**config.mk**
```make
export PLATFORM = sky130hd
export DESIGN_NAME = mr_modmul
export DESIGN_NICKNAME = d
export VERILOG_FILES = /design/src/mr_pkg.sv /design/src/mr_modmul.sv
export SDC_FILE = /design/constraint.sdc
export NUM_CORES = 1
export LEC_CHECK = 0
export BUFFER_PORTS_ARGS = -buffer_cell sky130_fd_sc_hd__buf_4
export CAP_MARGIN = 20
export CORE_MARGIN = 3
export CORE_UTILIZATION = 35
export DETAILED_ROUTE_END_ITERATION = 10
export PLACE_DENSITY = 0.62
export SLEW_MARGIN = 20
export SYNTH_ARGS = -nofsm -noshare
export SYNTH_HDL_FRONTEND = slang
export SYNTH_SLANG_ARGS = --single-unit
```
**constraint.sdc**
```tcl
create_clock -name clk -period 10.6 [get_ports clk]
set_input_delay 0.53 -clock clk [delete_from_list [all_inputs] [get_ports clk]]
set_output_delay 0.53 -clock clk [all_outputs]
set_load 0.01 [all_outputs]
```
**src/mr_pkg.sv**
```systemverilog
// shared constants and helpers for the miller-rabin round engine
// no dependencies
package mr_pkg;

  localparam int WORD_BITS = 63;
  localparam int CNT_BITS  = $clog2(WORD_BITS + 1);

  typedef logic [WORD_BITS-1:0] word_t;
  typedef logic [CNT_BITS-1:0]  cnt_t;

  // (a + b) mod m for a, b < m
  function automatic word_t add_mod(input word_t a, input word_t b, input word_t m);
    logic [WORD_BITS:0] s;
    logic [WORD_BITS:0] d;
    s = {1'b0, a} + {1'b0, b};
    d = s - {1'b0, m};
    return d[WORD_BITS] ? s[WORD_BITS-1:0] : d[WORD_BITS-1:0];
  endfunction

endpackage

```
**src/mr_modmul.sv**
```systemverilog
// bit-serial modular multiplier: acc = x * y mod m, msb of y first,
// a double step and an add step per bit; depends on mr_pkg
module mr_modmul (
  input  logic          clk,
  input  logic          rst,
  input  logic          start,
  input  mr_pkg::word_t x,
  input  mr_pkg::word_t y,
  input  mr_pkg::word_t m,
  output logic          done,
  output mr_pkg::word_t acc
);

  localparam logic [1:0] M_IDLE = 2'd0;
  localparam logic [1:0] M_DBL  = 2'd1;
  localparam logic [1:0] M_ADD  = 2'd2;
  localparam logic [1:0] M_FIN  = 2'd3;

  logic [1:0]    state;
  mr_pkg::word_t xr;
  mr_pkg::word_t ysr;
  mr_pkg::word_t mr;
  mr_pkg::cnt_t  cnt;

  assign done = (state == M_FIN);

  always_ff @(posedge clk) begin
    if (rst) begin
      state <= M_IDLE;
    end else begin
      unique case (state)
        M_IDLE, M_FIN: begin
          if (start) begin
            state <= M_DBL;
            acc   <= '0;
            xr    <= x;
            ysr   <= y;
            mr    <= m;
            cnt   <= mr_pkg::CNT_BITS'(mr_pkg::WORD_BITS);
          end else begin
            state <= M_IDLE;
          end
        end
        M_DBL: begin
          acc   <= mr_pkg::add_mod(acc, acc, mr);
          state <= M_ADD;
        end
        M_ADD: begin
          if (ysr[mr_pkg::WORD_BITS-1]) acc <= mr_pkg::add_mod(acc, xr, mr);
          ysr <= {ysr[mr_pkg::WORD_BITS-2:0], 1'b0};
          cnt <= cnt - 1'b1;
          state <= (cnt == mr_pkg::CNT_BITS'(1)) ? M_FIN : M_DBL;
        end
        default: state <= M_IDLE;
      endcase
    end
  end

endmodule

```
==> metrics.cfg <==
[cells_and_area]
fillers=6228
fin_nets=2989
final_cell_area_um2=25600
drive_above_1_share=0.158
area_growth_pct=16.2
antenna_cells=0
final_util=0.413

[worst_setup_path]
worstReg2RegStart=acc[0]
crit_arrival_ns=8.39
cp.required_ns=11.01
rr_worst_depth=26
path_max_fanout=87
crit_type=reg -> reg
reg2reg_to=acc[49]
end_kind=register
ff2ff_setup_slack_ns=2.62
cp-start-kind=register

[worst_hold_path]
worstHoldStart=m[56]
hp-class=in -> reg
worstHoldEndpoint=mr[56]
holdPathStages=1

[sta]
worst_slew_pin_slew_ns=1.04
rsz0062_at_grt=no
hold_viol=0
finClkSkew_ns=0.0259
setup_viol=0
slew_headroom=0.305
finalSetupTns_ns=0
slew_violations=0
fmax_mhz=125
timing.final.crit_share=0.753
min_period_ns=7.98

[pwr]
combPwrFrac=0.379
power.total_mw=3.79
p_seq_frac=0.323
power_frac_clock=0.297
netSwitchingPower_mw=1.41
peakVddDrop_v=0.0000898
switching_share=0.371
leakage_nw=10.5
power_density_nw_per_um2=148
power.internal_mw=2.39

[grt]
use_met2=0.359
grt_max_degree=88
grt_overflow=0
grt_pass1_wl_um=113000
gr-max-usage-layer=met2
first_global_vias=19239
gr-usage-met1=0.281
grt_use_met3=0.0427
antenna_found_initial=5
grt.total_usage=0.215

[placed_design]
place.gp.congestion=0.950
place_area_um2=24600
port_buffers=255
dp_hpwl_um=57800

[die]
start_util=0.355
die_w_um=257
core_area_um2=62100
die-area_um2=66000
die_h_um=257
rows=91
io_pins=256

[clock_tree]
clock-root-buffer=clkbuf_16
clk_latency_ns=0.58
holdBufCountCts=0
cts.sinks=260
ctsResizeCount=0
clk_pin_slew_ns=0.06
cts_tree=done
htree_levels=2
cts-buffers-inserted=35
cts_setup_buffers=0
clock_path_buffers=3

[detailed_routing]
first_iter_violations=1834
wl_per_cell_um=21.2
drt-pass1-iter-count=6
viasPerCell=5.71
routed_wl_um=73500
antenna_left=0
drc=0
via_count=19767

[synth]
ys_seq_elements=260
avgSynthCellArea_um2=9.07
synth_edf_count=258
synth.net_count=2819
synthArstFlopShare=0
synth_seq_area_share=0.353
synthCells=2431
ys_types=90
yosysWarnings=0
synth_area_um2=22000
ys.flop_type=edfxtp_1

[status]
status=finished, final reports clean

[run]
drv_cap=0

-- worst max path at each step --
stage              from  endpoint  slack (ns)
2_1_floorplan  state[0]     mr[0]        3.94
3_3_place_gp     acc[0]   acc[42]        2.82
3_5_place_dp     acc[0]   acc[56]        2.68
4_1_cts          acc[0]   acc[42]        2.63
5_1_grt          acc[0]   acc[49]        2.04
6_report         acc[0]   acc[49]        2.62
-- routing by layer --
metal	up-vias	part of all wire	routed length, um
met4	10	0.029	2120
met1	9464	0.43	31700
met2	753	0.47	34400
met5	-	0.0010	74
li1	9412	-	-
met3	128	0.072	5280
-- worst max-delay path: stages, from the launching register on --
cell	delay, ns
edfxtp_1	0.43
ha_1	0.23
inv_1	0.06
fa_1	0.40
nand2b_1	0.18
a21oi_1	0.36
o2111ai_1	0.24
a21oi_1	0.29
nand2_1	0.17
o41ai_2	0.54
a21oi_2	0.25
o31ai_1	0.39
a21boi_0	0.17
xor2_1	0.29
inv_1	0.08
ha_1	0.40
and4_1	0.29
nand3_1	0.18
or4_1	0.56
o311ai_1	0.12
a41oi_1	0.11
o21ai_2	0.15
xnor2_4	0.15
buf_4	0.74
and2_1	0.68
a22oi_1	0.19
o21ai_0	0.12
-- state kept, by name, indices dropped and copies added, names as in the netlist --
| name | flops |
|---|---|
| mr | 63 |
| cnt | 6 |
| ysr | 63 |
| acc | 63 |
| state | 2 |
| xr | 63 |
-- per-stage QoR --
stage | hold slack, ns | setup slack (ns) | cells
floorplan | 0.523 | 3.94 | 2431
global placement | 0.527 | 2.82 | 3401
detailed placement | 0.534 | 2.68 | 3401
CTS | 0.0960 | 2.63 | 3461
global route | 0.111 | 2.04 | 3461
finish | 0.133 | 2.62 | 3461
-- cell usage in the layout, fill, tap and decap left out, types with 6 or more instances in the layout --
cell type / synthesis / layout
a221oi_1: 8 / 8
nor3_1: 35 / 35
a21oi_1: 308 / 307
a31oi_1: 24 / 24
a21boi_0: 12 / 12
mux2_2: 65 / 65
ha_1: 193 / 192
clkbuf_16: 0 / 35
a211o_1: 8 / 8
nand2b_1: 25 / 23
nand4_1: 60 / 60
xor2_1: 79 / 78
and4_1: 9 / 9
nor2_1: 180 / 178
inv_1: 127 / 127
o21bai_1: 35 / 35
a21o_1: 89 / 89
o21ai_0: 127 / 127
buf_4: 3 / 266
clkinv_1: 0 / 9
nor2b_1: 23 / 23
and3_1: 15 / 15
o21ai_1: 10 / 10
nand2_1: 183 / 183
and2_1: 8 / 8
a22oi_1: 8 / 8
o31ai_1: 8 / 8
o21a_1: 28 / 28
edfxtp_1: 258 / 258
o211ai_1: 25 / 25
mux2i_1: 27 / 27
o22ai_1: 50 / 50
nand3_1: 44 / 44
a221o_1: 6 / 6
xnor2_1: 93 / 93
or3_1: 7 / 7
a211oi_1: 18 / 18
-- layout make-up --
| type | instances | area, um^2 | area share |
|---|---|---|---|
| clock inverters | 21 | 163 | 0.00635 |
| well taps | 837 | 1050 | 0.0409 |
| inverters | 127 | 477 | 0.0186 |
| clock buffers | 39 | 891 | 0.0348 |
| multi-input cells | 1911 | 13300 | 0.517 |
| flip-flops and latches | 260 | 7790 | 0.304 |
| repair buffers | 266 | 2000 | 0.0780 |
-- synth_stat cells, types with 4 or more instances --
| cell | n | area share |
|---|---|---|
| a21oi_1 | 308 | 0.070 |
| edfxtp_1 | 258 | 0.35 |
| ha_1 | 193 | 0.11 |
| nand2_1 | 183 | 0.031 |
| nor2_1 | 180 | 0.031 |
| inv_1 | 127 | 0.022 |
| o21ai_0 | 127 | 0.029 |
| xnor2_1 | 93 | 0.037 |
| clkbuf_1 | 92 | 0.016 |
| a21o_1 | 89 | 0.030 |
| xor2_1 | 79 | 0.031 |
| mux2_2 | 65 | 0.033 |
| nand4_1 | 60 | 0.017 |
| o22ai_1 | 50 | 0.014 |
| nand3_1 | 44 | 0.010 |
| nor3_1 | 35 | 0.0079 |
| o21bai_1 | 35 | 0.012 |
| buf_2 | 32 | 0.0073 |
| o21a_1 | 28 | 0.0095 |
| mux2i_1 | 27 | 0.012 |
| nand2b_1 | 25 | 0.0071 |
| o211ai_1 | 25 | 0.0085 |
| a31oi_1 | 24 | 0.0068 |
| nor2b_1 | 23 | 0.0065 |
| a211oi_1 | 18 | 0.0061 |
| and3_1 | 15 | 0.0043 |
| a21boi_0 | 12 | 0.0041 |
| o21ai_1 | 10 | 0.0023 |
| and4_1 | 9 | 0.0036 |
| a211o_1 | 8 | 0.0032 |
| a221oi_1 | 8 | 0.0032 |
| a22oi_1 | 8 | 0.0027 |
| and2_1 | 8 | 0.0023 |
| o31ai_1 | 8 | 0.0027 |
| or3_1 | 7 | 0.0020 |
| a221o_1 | 6 | 0.0027 |
| a41oi_1 | 5 | 0.0020 |
| o31a_1 | 5 | 0.0020 |
| a21boi_1 | 4 | 0.0014 |
| buf_6 | 4 | 0.0020 |
| o21ai_2 | 4 | 0.0016 |
| o41ai_2 | 4 | 0.0030 |
| or4_1 | 4 | 0.0014 |
-- power groups by stage --
stage          combinational [mW]  clock (mW)  sequential (mW)
5_1_grt                      1.58        1.20             1.23
6_report                     1.44        1.13             1.23
2_1_floorplan                1.02           0             1.25
3_5_place_dp                 1.41           0             1.25
3_3_place_gp                 1.41           0             1.25
4_1_cts                      1.42        1.16             1.23
-- logic make-up (layout without fill, tap and decap cells) --
kind of cell	Yosys count	in the layout	share of synthesized area
muxes	92	92	0.0455
AOI/OAI and AO/OA	840	840	0.242
DFF	260	260	0.353
xor gates and xnor gates	173	173	0.0691
adders and majority gates	196	196	0.112
buffers and inverters	260	453	0.0481
and+or+nand+nor	610	610	0.130
Power figures use the tool's default switching activity.
